### src/hw/rtl/pbmq_pkg.sv
package pbmq_pkg;

  // Default converter width
  localparam int ADC_BITS_DEF = 10;

  // Item operations
  localparam logic [1:0] OP_IR_SAMPLE   = 2'd0;
  localparam logic [1:0] OP_MOTION      = 2'd1;
  localparam logic [1:0] OP_WR_STATUS   = 2'd2;
  localparam logic [1:0] OP_LOAD_THRESH = 2'd3;

  // Event status codes
  localparam logic [2:0] ST_NONE         = 3'd0;
  localparam logic [2:0] ST_CAL_PRESSED  = 3'd1;
  localparam logic [2:0] ST_CAL_RELEASED = 3'd2;
  localparam logic [2:0] ST_SHORT        = 3'd3;
  localparam logic [2:0] ST_LONG         = 3'd4;
  localparam logic [2:0] ST_MOTION       = 3'd5;
  localparam logic [2:0] ST_FINISHED     = 3'd6;

  // Configuration register indexes
  localparam int          CFG_IDX_W           = 2;
  localparam int          CFG_DATA_W          = 16;
  localparam logic [1:0]  CFG_SHORT_PRESS_MS  = 2'd0;
  localparam logic [1:0]  CFG_LONG_PRESS_MS   = 2'd1;
  localparam logic [1:0]  CFG_CALIB_MARGIN    = 2'd2;
  localparam logic [1:0]  CFG_MOTION_OFF_DLY  = 2'd3;

  // Configuration reset values
  localparam logic [15:0] SHORT_PRESS_RST = 16'd30;
  localparam logic [15:0] LONG_PRESS_RST  = 16'd500;
  localparam logic [7:0]  CALIB_MARGIN_RST = 8'd50;
  localparam logic [7:0]  OFF_DELAY_RST   = 8'd0;

  // Seconds to milliseconds
  localparam int MS_PER_S = 1000;
  localparam int DLY_MS_W = 18;

endpackage

### src/hw/rtl/proximity_button_and_motion_qualifier_top.sv
// Each item passes the input register and then the result register before its result is valid.
// Throughput: one item per cycle unless stalled; the input register still takes one item while a result
// waits, and in_stall rises only when both registers are full and out_stall is high.
// Reset: synchronous active-low rst_n clears valids, event status, threshold, press
// and motion tracking, and loads the configuration registers with their defaults.
module proximity_button_and_motion_qualifier_top
  import pbmq_pkg::*;
#(
  parameter int ADC_BITS = ADC_BITS_DEF
) (
  input  logic                  clk,
  input  logic                  rst_n,
  // configuration
  input  logic                  cfg_we,
  input  logic [CFG_IDX_W-1:0]  cfg_index,
  input  logic [CFG_DATA_W-1:0] cfg_wdata,
  // input channel
  input  logic                  in_valid,
  output logic                  in_stall,
  input  logic [1:0]            in_op,
  input  logic [31:0]           in_now_ms,
  input  logic [ADC_BITS-1:0]   in_adc_sample,
  input  logic                  in_motion_a,
  input  logic                  in_motion_b,
  input  logic [2:0]            in_new_status,
  input  logic [ADC_BITS:0]     in_threshold_value,
  // result channel
  output logic                  out_valid,
  input  logic                  out_stall,
  output logic [2:0]            out_event_status,
  output logic [ADC_BITS:0]     out_press_threshold,
  output logic [ADC_BITS-1:0]   out_held_distance,
  output logic                  out_released,
  output logic [31:0]           out_press_duration_ms
);

  localparam int THR_W = ADC_BITS + 1;
  localparam logic [THR_W-1:0] THR_MAX =
    THR_W'((2 ** ADC_BITS) - 1 + 255);

  // configuration registers
  logic [15:0] cfg_short_r;
  logic [15:0] cfg_long_r;
  logic [7:0]  cfg_margin_r;
  logic [7:0]  cfg_off_dly_r;

  always_ff @(posedge clk) begin
    if (!rst_n) begin
      cfg_short_r   <= SHORT_PRESS_RST;
      cfg_long_r    <= LONG_PRESS_RST;
      cfg_margin_r  <= CALIB_MARGIN_RST;
      cfg_off_dly_r <= OFF_DELAY_RST;
    end else if (cfg_we) begin
      case (cfg_index)
        CFG_SHORT_PRESS_MS: cfg_short_r   <= cfg_wdata;
        CFG_LONG_PRESS_MS:  cfg_long_r    <= cfg_wdata;
        CFG_CALIB_MARGIN:   cfg_margin_r  <= cfg_wdata[7:0];
        CFG_MOTION_OFF_DLY: cfg_off_dly_r <= cfg_wdata[7:0];
        default: ;
      endcase
    end
  end

  // handshake control
  logic s1_valid_r;
  logic out_valid_r;
  logic out_adv;
  logic fire;
  logic in_xfer;

  assign out_adv  = !out_valid_r || !out_stall;
  assign fire     = s1_valid_r && out_adv;
  assign in_stall = s1_valid_r && !out_adv;
  assign in_xfer  = in_valid && !in_stall;

  always_ff @(posedge clk) begin
    if (!rst_n) begin
      s1_valid_r  <= 1'b0;
      out_valid_r <= 1'b0;
    end else begin
      s1_valid_r  <= in_xfer || (s1_valid_r && !out_adv);
      out_valid_r <= fire || (out_valid_r && out_stall);
    end
  end

  // input register
  logic [1:0]          op_r;
  logic [31:0]         now_r;
  logic [ADC_BITS-1:0] sample_r;
  logic                mot_a_r;
  logic                mot_b_r;
  logic [2:0]          nst_r;
  logic [THR_W-1:0]    tv_r;

  always_ff @(posedge clk) begin
    if (in_xfer) begin
      op_r     <= in_op;
      now_r    <= in_now_ms;
      sample_r <= in_adc_sample;
      mot_a_r  <= in_motion_a;
      mot_b_r  <= in_motion_b;
      nst_r    <= in_new_status;
      tv_r     <= in_threshold_value;
    end
  end

  // block state
  logic [2:0]          status_r, status_nxt;
  logic [THR_W-1:0]    thr_r, thr_nxt;
  logic [31:0]         press_start_r, press_start_nxt;
  logic                press_act_r, press_act_nxt;
  logic [31:0]         press_len_r, press_len_nxt;
  logic [ADC_BITS-1:0] dist_r, dist_nxt;
  logic                mot_seen_r, mot_seen_nxt;
  logic                off_run_r, off_run_nxt;
  logic [31:0]         off_start_r, off_start_nxt;
  logic                rel_nxt;
  logic [31:0]         dur_nxt;

  // datapath terms
  logic [THR_W-1:0]    cal_sum;
  logic [31:0]         start_eff;
  logic [31:0]         cur_len;
  logic [31:0]         off_elapsed;
  logic [DLY_MS_W-1:0] off_dly_ms;

  assign cal_sum     = THR_W'(sample_r) + THR_W'(cfg_margin_r);
  assign start_eff   = press_act_r ? press_start_r : now_r;
  assign cur_len     = now_r - start_eff;
  assign off_elapsed = now_r - off_start_r;
  assign off_dly_ms  = DLY_MS_W'(cfg_off_dly_r) * DLY_MS_W'(MS_PER_S);

  // per-item update
  always_comb begin
    status_nxt      = status_r;
    thr_nxt         = thr_r;
    press_start_nxt = press_start_r;
    press_act_nxt   = press_act_r;
    press_len_nxt   = press_len_r;
    dist_nxt        = dist_r;
    mot_seen_nxt    = mot_seen_r;
    off_run_nxt     = off_run_r;
    off_start_nxt   = off_start_r;
    rel_nxt         = 1'b0;
    dur_nxt         = '0;
    case (op_r)
      OP_IR_SAMPLE: begin
        if (status_r == ST_CAL_PRESSED) begin
          // calibration: track max of sample plus margin
          if (cal_sum > thr_r) thr_nxt = cal_sum;
        end else if (THR_W'(sample_r) >= thr_r) begin
          press_act_nxt   = 1'b1;
          press_start_nxt = start_eff;
          press_len_nxt   = cur_len;
          if (cur_len > 32'(cfg_long_r) || status_r == ST_LONG) begin
            status_nxt = ST_LONG;
            dist_nxt   = sample_r;
          end
        end else if (press_act_r) begin
          // release
          if (press_len_r > 32'(cfg_short_r) && press_len_r < 32'(cfg_long_r) &&
              status_r != ST_LONG) begin
            status_nxt = ST_SHORT;
          end else begin
            status_nxt = ST_NONE;
          end
          rel_nxt         = 1'b1;
          dur_nxt         = press_len_r;
          press_len_nxt   = '0;
          press_start_nxt = '0;
          press_act_nxt   = 1'b0;
        end
      end
      OP_MOTION: begin
        if (status_r == ST_NONE) begin
          if (mot_a_r || mot_b_r) begin
            mot_seen_nxt = 1'b1;
            off_run_nxt  = 1'b0;
            status_nxt   = ST_MOTION;
          end else if (mot_seen_r && !off_run_r) begin
            mot_seen_nxt  = 1'b0;
            off_run_nxt   = 1'b1;
            off_start_nxt = now_r;
          end else if (off_run_r && off_elapsed >= 32'(off_dly_ms)) begin
            off_run_nxt = 1'b0;
            status_nxt  = ST_FINISHED;
          end
        end
      end
      OP_WR_STATUS: begin
        // a write of the unused code is dropped
        if (nst_r <= ST_FINISHED) begin
          status_nxt = nst_r;
          if (nst_r == ST_CAL_PRESSED) thr_nxt = '0;
        end
      end
      OP_LOAD_THRESH: begin
        thr_nxt = (tv_r > THR_MAX) ? THR_MAX : tv_r;
      end
      default: ;
    endcase
  end

  // state registers
  always_ff @(posedge clk) begin
    if (!rst_n) begin
      status_r      <= ST_NONE;
      thr_r         <= '0;
      press_start_r <= '0;
      press_act_r   <= 1'b0;
      press_len_r   <= '0;
      dist_r        <= '0;
      mot_seen_r    <= 1'b0;
      off_run_r     <= 1'b0;
      off_start_r   <= '0;
    end else if (fire) begin
      status_r      <= status_nxt;
      thr_r         <= thr_nxt;
      press_start_r <= press_start_nxt;
      press_act_r   <= press_act_nxt;
      press_len_r   <= press_len_nxt;
      dist_r        <= dist_nxt;
      mot_seen_r    <= mot_seen_nxt;
      off_run_r     <= off_run_nxt;
      off_start_r   <= off_start_nxt;
    end
  end

  // result register
  logic [2:0]          res_status_r;
  logic [THR_W-1:0]    res_thr_r;
  logic [ADC_BITS-1:0] res_dist_r;
  logic                res_rel_r;
  logic [31:0]         res_dur_r;

  always_ff @(posedge clk) begin
    if (fire) begin
      res_status_r <= status_nxt;
      res_thr_r    <= thr_nxt;
      res_dist_r   <= dist_nxt;
      res_rel_r    <= rel_nxt;
      res_dur_r    <= dur_nxt;
    end
  end

  assign out_valid             = out_valid_r;
  assign out_event_status      = res_status_r;
  assign out_press_threshold   = res_thr_r;
  assign out_held_distance     = res_dist_r;
  assign out_released          = res_rel_r;
  assign out_press_duration_ms = res_dur_r;

endmodule

### config.mk
export PLATFORM = sky130hd
export DESIGN_NAME = proximity_button_and_motion_qualifier_top
export DESIGN_NICKNAME = d
export VERILOG_FILES = /design/src/hw/rtl/pbmq_pkg.sv /design/src/hw/rtl/proximity_button_and_motion_qualifier_top.sv
export SDC_FILE = /design/constraint.sdc
export NUM_CORES = 1
export LEC_CHECK = 0
export ABC_AREA = 0
export BUFFER_PORTS_ARGS = -buffer_cell sky130_fd_sc_hd__buf_2
export CORE_ASPECT_RATIO = 0.75
export CORE_MARGIN = 5
export CORE_UTILIZATION = 35
export CTS_CLUSTER_DIAMETER = 120
export CTS_CLUSTER_SIZE = 25
export DETAILED_ROUTE_END_ITERATION = 8
export PLACE_DENSITY_LB_ADDON = 0.3
export RECOVER_POWER = 50
export SLEW_MARGIN = 20
export SYNTH_ARGS = -nofsm -noshare
export SYNTH_HDL_FRONTEND = slang
export SYNTH_SLANG_ARGS = --single-unit
### constraint.sdc
create_clock -name clk -period 7.25 [get_ports clk]
set_input_delay 1.0875 -clock clk [delete_from_list [all_inputs] [get_ports clk]]
set_output_delay 1.0875 -clock clk [all_outputs]
set_load 0.005 [all_outputs]
* Word-level counts from Yosys, hierarchy flattened
Cells that the tools add are included.
Operators by class: $add $sub $neg 3, $mul 1, div/mod/pow operators 0, magnitude comparators 8, equal/unequal tests 10, shift-type cells 0, muxes and demuxes 32, bitwise operators 4, reduce and logical (&&, ||, !) cells 35
Operators with widths (number):
- 32-bit 2-to-1 mux | 4
- 32-bit by 16-bit > comparator with 1-bit output | 2
- 32-bit subtractor | 2
- 11-bit 2-to-1 mux | 5
- 10-bit 2-to-1 mux | 4
- 11-bit one-hot mux with 3 select lines | 1
- 32-bit by 18-bit greater-or-equal comparator with 1-bit output | 1
- 32-bit by 16-bit < comparator with 1-bit output | 1
- 3-bit 2-to-1 mux | 9
- 8-bit by 7-bit multiplier with 15-bit output, second input constant | 1
- 4-bit AND reduction | 3
- 10-bit by 8-bit adder with 11-bit output | 1
- 10-bit by 11-bit greater-or-equal comparator with 1-bit output | 1
- 11-bit > comparator | 1
- 11-bit > comparator, second input constant | 1
- 3-bit one-hot mux with 3 select lines | 1
- 2-bit equality test, second input constant | 4
- 1-bit logical AND | 8
- 2-bit AND reduction | 4
- 1-bit 2-to-1 mux | 7
- 3-bit by 1-bit equality test with 1-bit output, second input constant | 2
- 1-bit zero test | 5
- 1-bit logical OR | 5
- 5-bit AND reduction | 1
- other kinds (13) | 19
Storage, ports and cells: bits in registers 290, bits in latches 0, RAM bits 0, bits in read-only memories 0, input port bits 83, output and inout port bits 59, word-level logic and storage cells 120, memories 0

* Longest topological paths before layout
Gate-level depths: netlist of run 1.
depth in word-level cells 8, mapped depth 28, mapped depth without buffers 28

* Least setup slack after synthesis of run 1
Ideal clock, no wire load.
path type register to register, start register cfg_off_dly_r[1], end register res_status_r[1] (netlist: out_event_status[1]) (data pin), library setup time 261 ps, arrival time 5849 ps, data required time 6989 ps, setup slack 1140 ps, cell stages (with the launch flop) 29, buffers on the path 0, clock period less this slack 6110 ps, cells stage by stage dfxtp_1 -> fa_1 -> xor2_1 -> ha_1 -> inv_1 -> fa_1 -> fa_1 -> inv_1 -> ha_1 -> inv_1 -> o21ai_0 -> a21oi_1 -> o21ai_0 -> a21oi_1 -> nor2b_1 -> o21a_1 -> nor4_1 -> nor3_1 -> xnor2_1 -> ha_1 -> a211oi_1 -> o21ai_0 -> o32ai_1 -> o311a_1 -> o2111ai_1 -> nor4_1 -> a21oi_1 -> nor3_1 -> nor2_1
Between the ends: longest elaborated chain between the ends 8
RTL lines:
- start, declared | RTL line proximity_button_and_motion_qualifier_top.sv:45 | logic [7:0] cfg_off_dly_r;
- start signal, assigned | RTL line proximity_button_and_motion_qualifier_top.sv:58 | CFG_MOTION_OFF_DLY: cfg_off_dly_r <= cfg_wdata[7:0];
- 8-bit by 7-bit multiplier with 15-bit output | RTL line proximity_button_and_motion_qualifier_top.sv:131 | assign off_dly_ms = DLY_MS_W'(cfg_off_dly_r) * DLY_MS_W'(MS_PER_S);
- 32-bit by 18-bit greater-or-equal comparator with 1-bit output | RTL line proximity_button_and_motion_qualifier_top.sv:184 | end else if (off_run_r && off_elapsed >= 32'(off_dly_ms)) begin
- 1-bit logical AND | RTL line proximity_button_and_motion_qualifier_top.sv:184
- 3-bit 2-to-1 mux | RTL line proximity_button_and_motion_qualifier_top.sv:184
- 3-bit 2-to-1 mux | RTL line proximity_button_and_motion_qualifier_top.sv:180 | end else if (mot_seen_r && !off_run_r) begin
- 3-bit 2-to-1 mux | RTL line proximity_button_and_motion_qualifier_top.sv:176 | if (mot_a_r || mot_b_r) begin
- 3-bit 2-to-1 mux | RTL line proximity_button_and_motion_qualifier_top.sv:175 | if (status_r == ST_NONE) begin
- 3-bit one-hot mux with 3 select lines | RTL line proximity_button_and_motion_qualifier_top.sv:146 | case (op_r)
- net status_nxt[1] | RTL line proximity_button_and_motion_qualifier_top.sv:108 | logic [2:0] status_r, status_nxt;
- end signal, assigned | RTL line proximity_button_and_motion_qualifier_top.sv:238 | res_status_r <= status_nxt;
- end, declared | RTL line proximity_button_and_motion_qualifier_top.sv:230 | logic [2:0] res_status_r;
The timed path passes the listed nets, and every way through them passes these cells. A chain may end at the register's enable or synchronous reset.

* Final worst setup path of run 1
start register cfg_off_dly_r[2], end register res_status_r[1] (netlist: out_event_status[1]) (data pin)
Same word-level chain as after synthesis.

==> results.json, run 1 <==
{
  "area_growth_pct": 9.18,
  "pwr-share-comb_pct": 22.9,
  "netlist_area_sq_um": 18700,
  "clock_latency_ns": 0.55,
  "violations": "capacitance limit, slew limit",
  "viasPerCell": 5.28,
  "grt_usage_pct": 17.1,
  "diodes": 0,
  "drc": 0,
  "worstPathArrival_ns": 7.05,
  "cts_inserted_buffers": 15,
  "cp_max_fo": 7,
  "ys_async_sr_fraction_pct": 0,
  "core_area_sq_um": 53000,
  "dpl-instance-area_sq_um": 20100,
  "syn_nets": 2425,
  "wl_um": 52000,
  "synth_cells": 2127,
  "drive_above_1_share_pct": 7.89,
  "leakagePower_nw": 8.08,
  "netSwitchingPower_mw": 1.14,
  "avgSynthCellArea_sq_um": 8.79,
  "initial_core_util_pct": 35.3,
  "rows": 73,
  "r2r_start": "cfg_off_dly_r[2]$_SDFFE_PN0P_",
  "vias": 15400,
  "final_nets": 2496,
  "first_iter_violations": 1114,
  "ys_seq_area_share_pct": 37.3,
  "required_ns": 7.56,
  "hp-start": "press_start_r[23]$_SDFFE_PN0P_",
  "start_kind": "flip-flop",
  "status": "complete, but fails checks",
  "clkTransAtPathRegs_ns": 0.11,
  "worstMarginPinSlew_ns": 3.76,
  "clockPowerShare_pct": 26.8,
  "hp-class": "flip-flop to flip-flop",
  "pwr-share-seq_pct": 50.3,
  "crit_start": "cfg_off_dly_r[2]$_SDFFE_PN0P_",
  "crit_type": "flip-flop to flip-flop",
  "ys_warn_count": 0,
  "design_area_sq_um": 20400,
  "sw_frac_of_total_pct": 31.5,
  "crit_buf_inv": 4,
  "p_per_area_nw_per_um2": 177,
  "root_buffer": "clkbuf_16",
  "grt_pass1_wl_um": 82000,
  "post-route-period-util_pct": 92.9,
  "cts_tree": "built",
  "p_int_mw": 2.48,
  "ys.flop_type": "dfxtp_1",
  "boundaryPins": 142,
  "drtPass1Iterations": 5,
  "critPathTopFamily": "adder cells",
  "ant_nets": 0,
  "cp-end-kind": "flip-flop",
  "synth_common_cells": "313 x nand2_1, 230 x a21oi_1, 191 x ha_1, 173 x dfxtp_1, 157 x inv_1",
  "setup_violations": 0,
  "grt_overflow": 0,
  "die_width_um": 277,
  "cts_sinks": 290,
  "wire_per_inst_um": 17.8,
  "synth_seq_cells": 290,
  "slew_headroom_pct": -151,
  "clk_path_buf_depth": 3,
  "post_cts_buffers": 0,
  "die_h_um": 210,
  "cpMaxStageDelayCell": "fa_1",
  "die_area_sq_um": 58200,
  "synth_top_area_share_pct": 18.8,
  "yosys.area.top_type": "edfxtp_1",
  "period_needed_ns": 6.73,
  "antenna_found_initial": 0,
  "grt_pass1_vias": 14700,
  "clock_skew_ns": 0.0316,
  "maxCapViolCount": 3,
  "place.gp.congestion": 0.864,
  "dp_hpwl_um": 39800,
  "hold_viol": 0,
  "htree_levels": 1,
  "numPortBuffers": 141,
  "fmax_mhz": 149,
  "max_stage_delay_ns": 0.51,
  "max-vdd-ir-drop_mv": 0.119,
  "yosysMostFrequentCell": "nand2_1",
  "synthTopCellsByArea": "edfxtp_1 19%, dfxtp_1 19%, ha_1 13%",
  "rsz0062_at_grt": "false",
  "slew_viol_final": 160,
  "final.setup.tns_ns": 0,
  "synth-edff-count": 117,
  "grt_max_degree": 78,
  "ys_types": 76
}
repair_timing:
action	CTS	global route
endpoints found under the setup margin	0	2
hold buffers	0	0
resized for setup	0	3
power groups by stage:
stage	logic (mW)	clock network (mW)	registers, mW
after detailed placement	0.822	0	1.86
after CTS	0.826	1.02	1.82
after global placement	0.805	0	1.85
after floorplan	0.593	0	1.83
final	0.829	0.968	1.82
after global routing	0.927	1.07	1.83
path summary, 6_finish.rpt:
kind | endpoint | slack [ns] | depth (start not counted)
max | out_event_status[1]$_DFFE_PP_ | 0.52 | 29
min | press_start_r[23]$_SDFFE_PN0P_ | 0.46 | 2
max reg2reg | out_event_status[1]$_DFFE_PP_ | 0.52 | 29
min reg2reg | press_start_r[23]$_SDFFE_PN0P_ | 0.46 | 2
registers in the layout, indices dropped and copies added (netlist names), 2 cells and up:
signal and flops:
cfg_long_r 16, cfg_margin_r 8, cfg_off_dly_r 8, cfg_short_r 16, dist_r 10, now_r 32, nst_r 3, off_start_r 32
op_r 2, out_event_status 3, out_held_distance 10, out_press_duration_ms 32, out_press_threshold 11, press_len_r 32, press_start_r 32, sample_r 10
status_r 3, thr_r 11, tv_r 11
metrics by stage:
| step | util, % | setup WS (ns) | hold WS [ns] | std cells | power [mW] |
|---|---|---|---|---|---|
| after global routing | 38.6 | 0.0125 | 0.477 | 2918 | 3.83 |
| final | 38.6 | 0.517 | 0.459 | 2918 | 3.62 |
| after floorplan | - | 1.14 | 0.431 | 2127 | 2.42 |
| after detailed placement | 37.9 | 0.506 | 0.446 | 2893 | 2.68 |
| after CTS | 38.7 | 0.459 | 0.461 | 2918 | 3.66 |
| after global placement | 37.9 | 0.659 | 0.441 | 2893 | 2.66 |
logic make-up (layout without fill, tap and decap cells):
kind of cell               count (synthesis)  count (layout)  share of synthesized area [%]
adders and majority gates                215             215                           15.3
AOI/OAI and AO/OA                        543             543                           18.2
DFF                                      290             290                           37.3
muxes                                     65              65                           3.69
xor gates and xnor gates                  66              66                           3.09
and+or+nand+nor                          687             687                           17.0
buffers and inverters                    261             340                           5.34
layout by cell type, fill, tap and decap left out, types with 8 or more instances in the layout:
cell,count
nor2b_1,17
dfxtp_1,169
a21oi_1,230
nand4_1,32
nand2_1,313
o21bai_1,9
nor3_1,30
nor2_1,117
mux2i_1,54
a22oi_1,29
o2111ai_1,8
o21ai_0,82
o21a_1,22
nand2b_1,14
buf_2,102
o211ai_1,23
and3_1,14
a2bb2oi_1,8
a31oi_1,11
a21o_1,37
xnor2_1,39
a211oi_1,11
buf_4,14
or3_1,39
xor2_1,27
clkbuf_16,15
ha_1,191
and2_1,42
inv_1,156
fa_1,24
nor4_1,11
nand3_1,30
edfxtp_1,117
clkbuf_1,49
layout make-up:
cell class,count,area (sq um)
clock inverters,2,20.0
clock buffers,23,405
inverters,157,591
multi-input cells,1576,10800
fillers,5371,32600
repair buffers,158,773
well taps,712,891
flip-flops and latches,290,6980
worst reg2reg max path: cells and delay by family, from the launching register on:
kind                       cells  cell delay (ns)
buffers and inverters          4             0.39
adders and majority gates      6             2.32
DFF                            1             0.45
xor gates and xnor gates       2             0.38
and+or+nand+nor                6             1.07
AOI/OAI and AO/OA             11             1.89
routing by layer:
layer | routed length [um] | GRT usage, % | up-vias
li1 | - | - | 7672
met1 | 27400 | 27.2 | 7379
met2 | 21200 | 25.1 | 316
met3 | 2490 | 2.17 | 41
met4 | 895 | 3.05 | 0
met5 | 0 | 0 | -
(Power assumes the default switching activity.)
==> run 2: changes to the inputs <==
- BUFFER_PORTS_ARGS: -buffer_cell sky130_fd_sc_hd__buf_2 -> unset
- DONT_BUFFER_PORTS: unset -> 1
==> run 2 against run 1 <==
The flow still finishes with violations (capacitance limit, slew limit). Clock power down 0.6%. Sequential power about the same. Sequential share of layout area up 1.2 points. Utilization down 1.3 points. Wire length down 0.33%. Clock skew down 0.0019 ns. Critical endpoint unchanged.
==> results.json, run 2 (same netlist as run 1, synthesis figures left out) <==
{
  "status": "complete, but fails checks",
  "violations": "capacitance limit, slew limit",
  "cpMaxStageDelayCell": "fa_1",
  "r2r_cells": 29,
  "first_iter_violations": 1210,
  "die_h_um": 210,
  "crit_start": "cfg_off_dly_r[2]$_SDFFE_PN0P_",
  "crit_end": "out_event_status[1]$_DFFE_PP_",
  "numPortBuffers": 0,
  "rows": 73,
  "worstPathArrival_ns": 7.07,
  "clock_skew_ns": 0.0296,
  "drc": 0,
  "viasPerCell": 5.42,
  "wire_per_inst_um": 18.7,
  "final_common_cell": "nand2_1",
  "drtPass1Iterations": 5,
  "final_cells": 2776,
  "finalPower_mw": 3.57,
  "worstMarginPinSlew_ns": 3.84,
  "leakagePower_nw": 7.62,
  "period_needed_ns": 6.79,
  "wl_um": 51800,
  "maxCapViolCount": 3,
  "die_width_um": 277,
  "drive_above_1_share_pct": 3.49,
  "grt_pass1_vias": 14200,
  "final.setup.tns_ns": 0,
  "initial_core_util_pct": 35.3,
  "core_area_sq_um": 53000,
  "die_area_sq_um": 58200,
  "slew_viol_final": 133,
  "timing.rr.end": "out_event_status[1]$_DFFE_PP_",
  "slew_headroom_pct": -156,
  "cts_inserted_buffers": 15,
  "area_growth_pct": 5.63,
  "placedCellCount": 2751,
  "crit_type": "flip-flop to flip-flop",
  "start_kind": "flip-flop",
  "cp.depth": 29,
  "grt_overflow": 0,
  "clock_latency_ns": 0.54,
  "cp_max_fo": 7,
  "vias": 15100,
  "postCtsHoldBufs": 0,
  "clk_path_buf_depth": 3,
  "required_ns": 7.54,
  "boundaryPins": 142,
  "cts_sinks": 290,
  "fmax_mhz": 147,
  "place.gp.congestion": 0.881,
  "max_stage_delay_ns": 0.51,
  "htree_levels": 1,
  "hp-class": "flip-flop to flip-flop",
  "post_cts_buffers": 0,
  "setup_violations": 0,
  "max-vdd-ir-drop_mv": 0.135,
  "rsz0062_at_grt": "false",
  "grt_max_degree": 99,
  "worst-r2r-setup-slack_ns": 0.46,
  "clkTransAtPathRegs_ns": 0.11,
  "crit_buf_inv": 4,
  "hold_viol": 0,
  "dp_hpwl_um": 39800,
  "antenna_found_initial": 2,
  "cp-end-kind": "flip-flop",
  "post-route-period-util_pct": 93.6,
  "ant_nets": 0,
  "grt_usage_pct": 17.2,
  "diodes": 0,
  "cts-resized-gates": 0,
  "final_nets": 2354,
  "root_buffer": "clkbuf_16",
  "critPathTopFamily": "adder cells",
  "p_per_area_nw_per_um2": 181,
  "layout_common_cells": "313 x nand2_1, 230 x a21oi_1, 191 x ha_1, 169 x dfxtp_1, 155 x inv_1",
  "r2r_start": "cfg_off_dly_r[2]$_SDFFE_PN0P_",
  "grt_pass1_wl_um": 81700,
  "cts_tree": "built"
}
==> run 2: changes by cell type in the layout (fill, tap and decap cells not counted), sizes merged <==
| cell | change |
|---|---|
| buf | -104 |
| clkbuf | -39 |
| clkinv | +2 |
| inv | -1 |
==> run 2: final cells by class <==
class                           count  area, sq um
Fill cell                        5382        33200
Multi-Input combinational cell   1576        10800
Sequential cell                   290         6980
Tap cell                          712          891
Inverter                          157          591
Clock buffer                       22          402
Timing Repair Buffer               16          109
Clock inverter                      3         22.5
==> run 2: power by group <==
part	internal, mW	leakage (nW)	switching (mW)
registers	1.76	2.53	0.0667
clock network	0.397	0.206	0.565
logic	0.296	4.89	0.484
total	2.45	7.62	1.12
==> run 2: per-layer routing <==
layer,share of wire (%),GRT usage (%)
met1,52,27.3
met2,41,25.2
met3,5.7,2.57
met4,1.3,2.31
met5,0,0
==> run 2: per-stage QoR <==
| stage | area [sq um] | hold slack, ns | worst slack [ns] | util, % |
|---|---|---|---|---|
| after CTS | 19800 | 0.461 | 0.407 | 37.3 |
| final | 19800 | 0.457 | 0.463 | 37.3 |
| after global placement | 19300 | 0.439 | 0.720 | 36.5 |
| after global routing | 19800 | 0.474 | 0.0189 | 37.3 |
| after floorplan | 18700 | 0.431 | 1.14 | - |
| after detailed placement | 19300 | 0.446 | 0.459 | 36.5 |
==> run 2: worst min-delay path by stage <==
stage,from,to,slack [ns],cells after the start
final,off_start_r[15]$_SDFFE_PN0P_,off_start_r[15]$_SDFFE_PN0P_,0.46,2
after detailed placement,dist_r[7]$_SDFFE_PN0P_,dist_r[7]$_SDFFE_PN0P_,0.45,2
after CTS,off_start_r[20]$_SDFFE_PN0P_,off_start_r[20]$_SDFFE_PN0P_,0.46,2
after floorplan,dist_r[6]$_SDFFE_PN0P_,dist_r[6]$_SDFFE_PN0P_,0.43,2
after global routing,off_start_r[3]$_SDFFE_PN0P_,off_start_r[3]$_SDFFE_PN0P_,0.47,2
after global placement,dist_r[6]$_SDFFE_PN0P_,dist_r[6]$_SDFFE_PN0P_,0.44,2
==> run 2: worst register-to-register path, delay by kind of cell, from the launching register on <==
kind	cells	cell delay (ns)
buffers and inverters	4	0.40
AO/OA/AOI/OAI	11	1.95
adder cells (fa/ha/maj)	6	2.30
AND/OR/NAND/NOR	6	1.09
XOR/XNOR	2	0.38
flip-flops	1	0.44
==> run 3: changes to the inputs <==
- PLACE_DENSITY_LB_ADDON: 0.3 -> unset
==> run 3 against run 2 <==
The run still ends with capacitance limit, slew limit left. Global-route usage is 0.20 points lower. Via count is 0.27% lower. Critical path depth stayed put. Sequential power hardly changed. Flip-flop and latch count stayed put. Cell area is 0.40% higher. Clock power is 8% higher. Utilization is 0.15 points higher. Setup slack better by 0.12 ns. Die area stayed put. Clock skew is 0.015 ns lower.
==> results.json, run 3 (same netlist as run 1, synthesis figures left out) <==
{
  "rsz0062_at_grt": "false",
  "post-route-period-util_pct": 92.0,
  "clock_latency_ns": 0.54,
  "met1_length_um": 25800,
  "top_layer": "met5",
  "post_cts_buffers": 0,
  "slew_headroom_pct": -225,
  "setup_violations": 0,
  "drc": 0,
  "finalWorstSetupSlack_ns": 0.581,
  "wl_met3_um": 3390,
  "hp-class": "flip-flop to flip-flop",
  "crit_type": "flip-flop to flip-flop",
  "hold_viol": 0,
  "sw_frac_of_total_pct": 30.8,
  "drive_above_1_share_pct": 3.58,
  "grt_usage_pct": 17.0,
  "area_growth_pct": 6.05,
  "wl_um": 51000,
  "cpMaxStageDelayCell": "fa_1",
  "cp-end-kind": "flip-flop",
  "cts_tree": "built",
  "worstMarginPinSlew_ns": 4.88,
  "die_h_um": 210,
  "max-vdd-ir-drop_mv": 0.109,
  "cp_max_fo": 7,
  "final.setup.tns_ns": 0,
  "fillers": 5389,
  "grt_pass1_wl_um": 81400,
  "wire_per_inst_um": 18.3,
  "dp_worst_setup_slack_ns": 0.477,
  "maxCapViolCount": 4,
  "first_iter_violations": 1184,
  "final_nets": 2355,
  "grt_pass1_vias": 14400,
  "ant_nets": 0,
  "layout_common_cells": "313 x nand2_1, 230 x a21oi_1, 191 x ha_1, 169 x dfxtp_1, 156 x inv_1",
  "postCtsHoldBufs": 0,
  "viasPerCell": 5.40,
  "clockPowerShare_pct": 28.6,
  "cts_sinks": 290,
  "root_buffer": "clkbuf_16",
  "leakagePower_nw": 7.66,
  "initial_core_util_pct": 35.3,
  "pwr-share-seq_pct": 50.2,
  "die_width_um": 277,
  "required_ns": 7.55,
  "period_needed_ns": 6.67,
  "htree_levels": 1,
  "cts_inserted_buffers": 16,
  "die_area_sq_um": 58200,
  "final_common_cell": "nand2_1",
  "vias": 15000,
  "worstPathArrival_ns": 6.97,
  "pwr-share-comb_pct": 21.3,
  "max_stage_delay_ns": 0.62,
  "place.gp.congestion": 0.881,
  "fmax_mhz": 150,
  "dp_hpwl_um": 39400,
  "drtPass1Iterations": 5,
  "netSwitchingPower_mw": 1.12,
  "p_per_area_nw_per_um2": 184,
  "clock_skew_ns": 0.0146,
  "p_int_mw": 2.52,
  "holdWs_ns": 0.458,
  "clk_path_buf_depth": 3,
  "slew_viol_final": 232,
  "numPortBuffers": 0,
  "grt_max_degree": 106,
  "rows": 73,
  "start_kind": "flip-flop",
  "grt_overflow": 0,
  "status": "complete, but fails checks",
  "route.met2.wl_um": 21000,
  "boundaryPins": 142,
  "antenna_found_initial": 3,
  "core_area_sq_um": 53000,
  "violations": "capacitance limit, slew limit",
  "clkTransAtPathRegs_ns": 0.10
}
==> run 3: cell type report <==
cell class                      instances  area, sq um  share of cell area [%]
Sequential cell                       290         6980                    35.2
Multi-Input combinational cell       1576        10800                    54.3
Clock buffer                           25          465                    2.35
Tap cell                              712          891                    4.49
Antenna cell                            1         2.50                  0.0126
Clock inverter                          3         38.8                   0.196
Inverter                              157          591                    2.98
Timing Repair Buffer                   16          105                   0.530
==> run 3: power by group through the flow <==
stage               Sequential [mW]  Clock [mW]  Combinational [mW]
floorplan                      1.83           0               0.593
global placement               1.86           0               0.747
detailed placement             1.86           0               0.766
CTS                            1.82        1.09               0.772
global route                   1.83        1.15               0.874
finish                         1.83        1.04               0.775
==> run 3: worst max-delay path: cells and delay by family, from the launching register on <==
family / cells / cell delay (ns)
adders and majority gates: 6 / 2.41
AOI/OAI and AO/OA: 11 / 1.89
and+or+nand+nor: 6 / 1.03
buffers and inverters: 4 / 0.43
DFF: 1 / 0.38
xor gates and xnor gates: 2 / 0.30
==> run 3: repair_timing <==
action | in CTS | in global routing
endpoints found under the hold margin | 0 | 0
setup endpoints to repair | 0 | 1
resized for setup | 0 | 3
==> run 3: path summary, 6_finish.rpt <==
kind	endpoint	startpoint	cells past startpoint	slack, ns
setup / recovery	out_event_status[1]$_DFFE_PP_	cfg_off_dly_r[0]$_SDFFE_PN0P_	29	0.58
setup reg to reg	out_event_status[1]$_DFFE_PP_	cfg_off_dly_r[0]$_SDFFE_PN0P_	29	0.58
hold reg to reg	off_start_r[4]$_SDFFE_PN0P_	off_start_r[4]$_SDFFE_PN0P_	2	0.46
hold / removal	off_start_r[4]$_SDFFE_PN0P_	off_start_r[4]$_SDFFE_PN0P_	2	0.46
==> run 3: layer usage <==
layer	global-route usage (%)	up-vias
li1	-	7384
met1	26.3	7220
met2	24.9	362
met3	3.50	47
met4	2.66	4
met5	0	-
==> run 3: metrics by stage <==
| step | total power, mW | std cells | instance area (sq um) | utilization [%] |
|---|---|---|---|---|
| after detailed placement | 2.63 | 2751 | 19300 | 36.5 |
| final | 3.64 | 2780 | 19800 | 37.4 |
| after global placement | 2.61 | 2751 | 19300 | 36.5 |
| after global routing | 3.86 | 2780 | 19800 | 37.4 |
| after CTS | 3.68 | 2779 | 19900 | 37.5 |
| after floorplan | 2.42 | 2127 | 18700 | - |
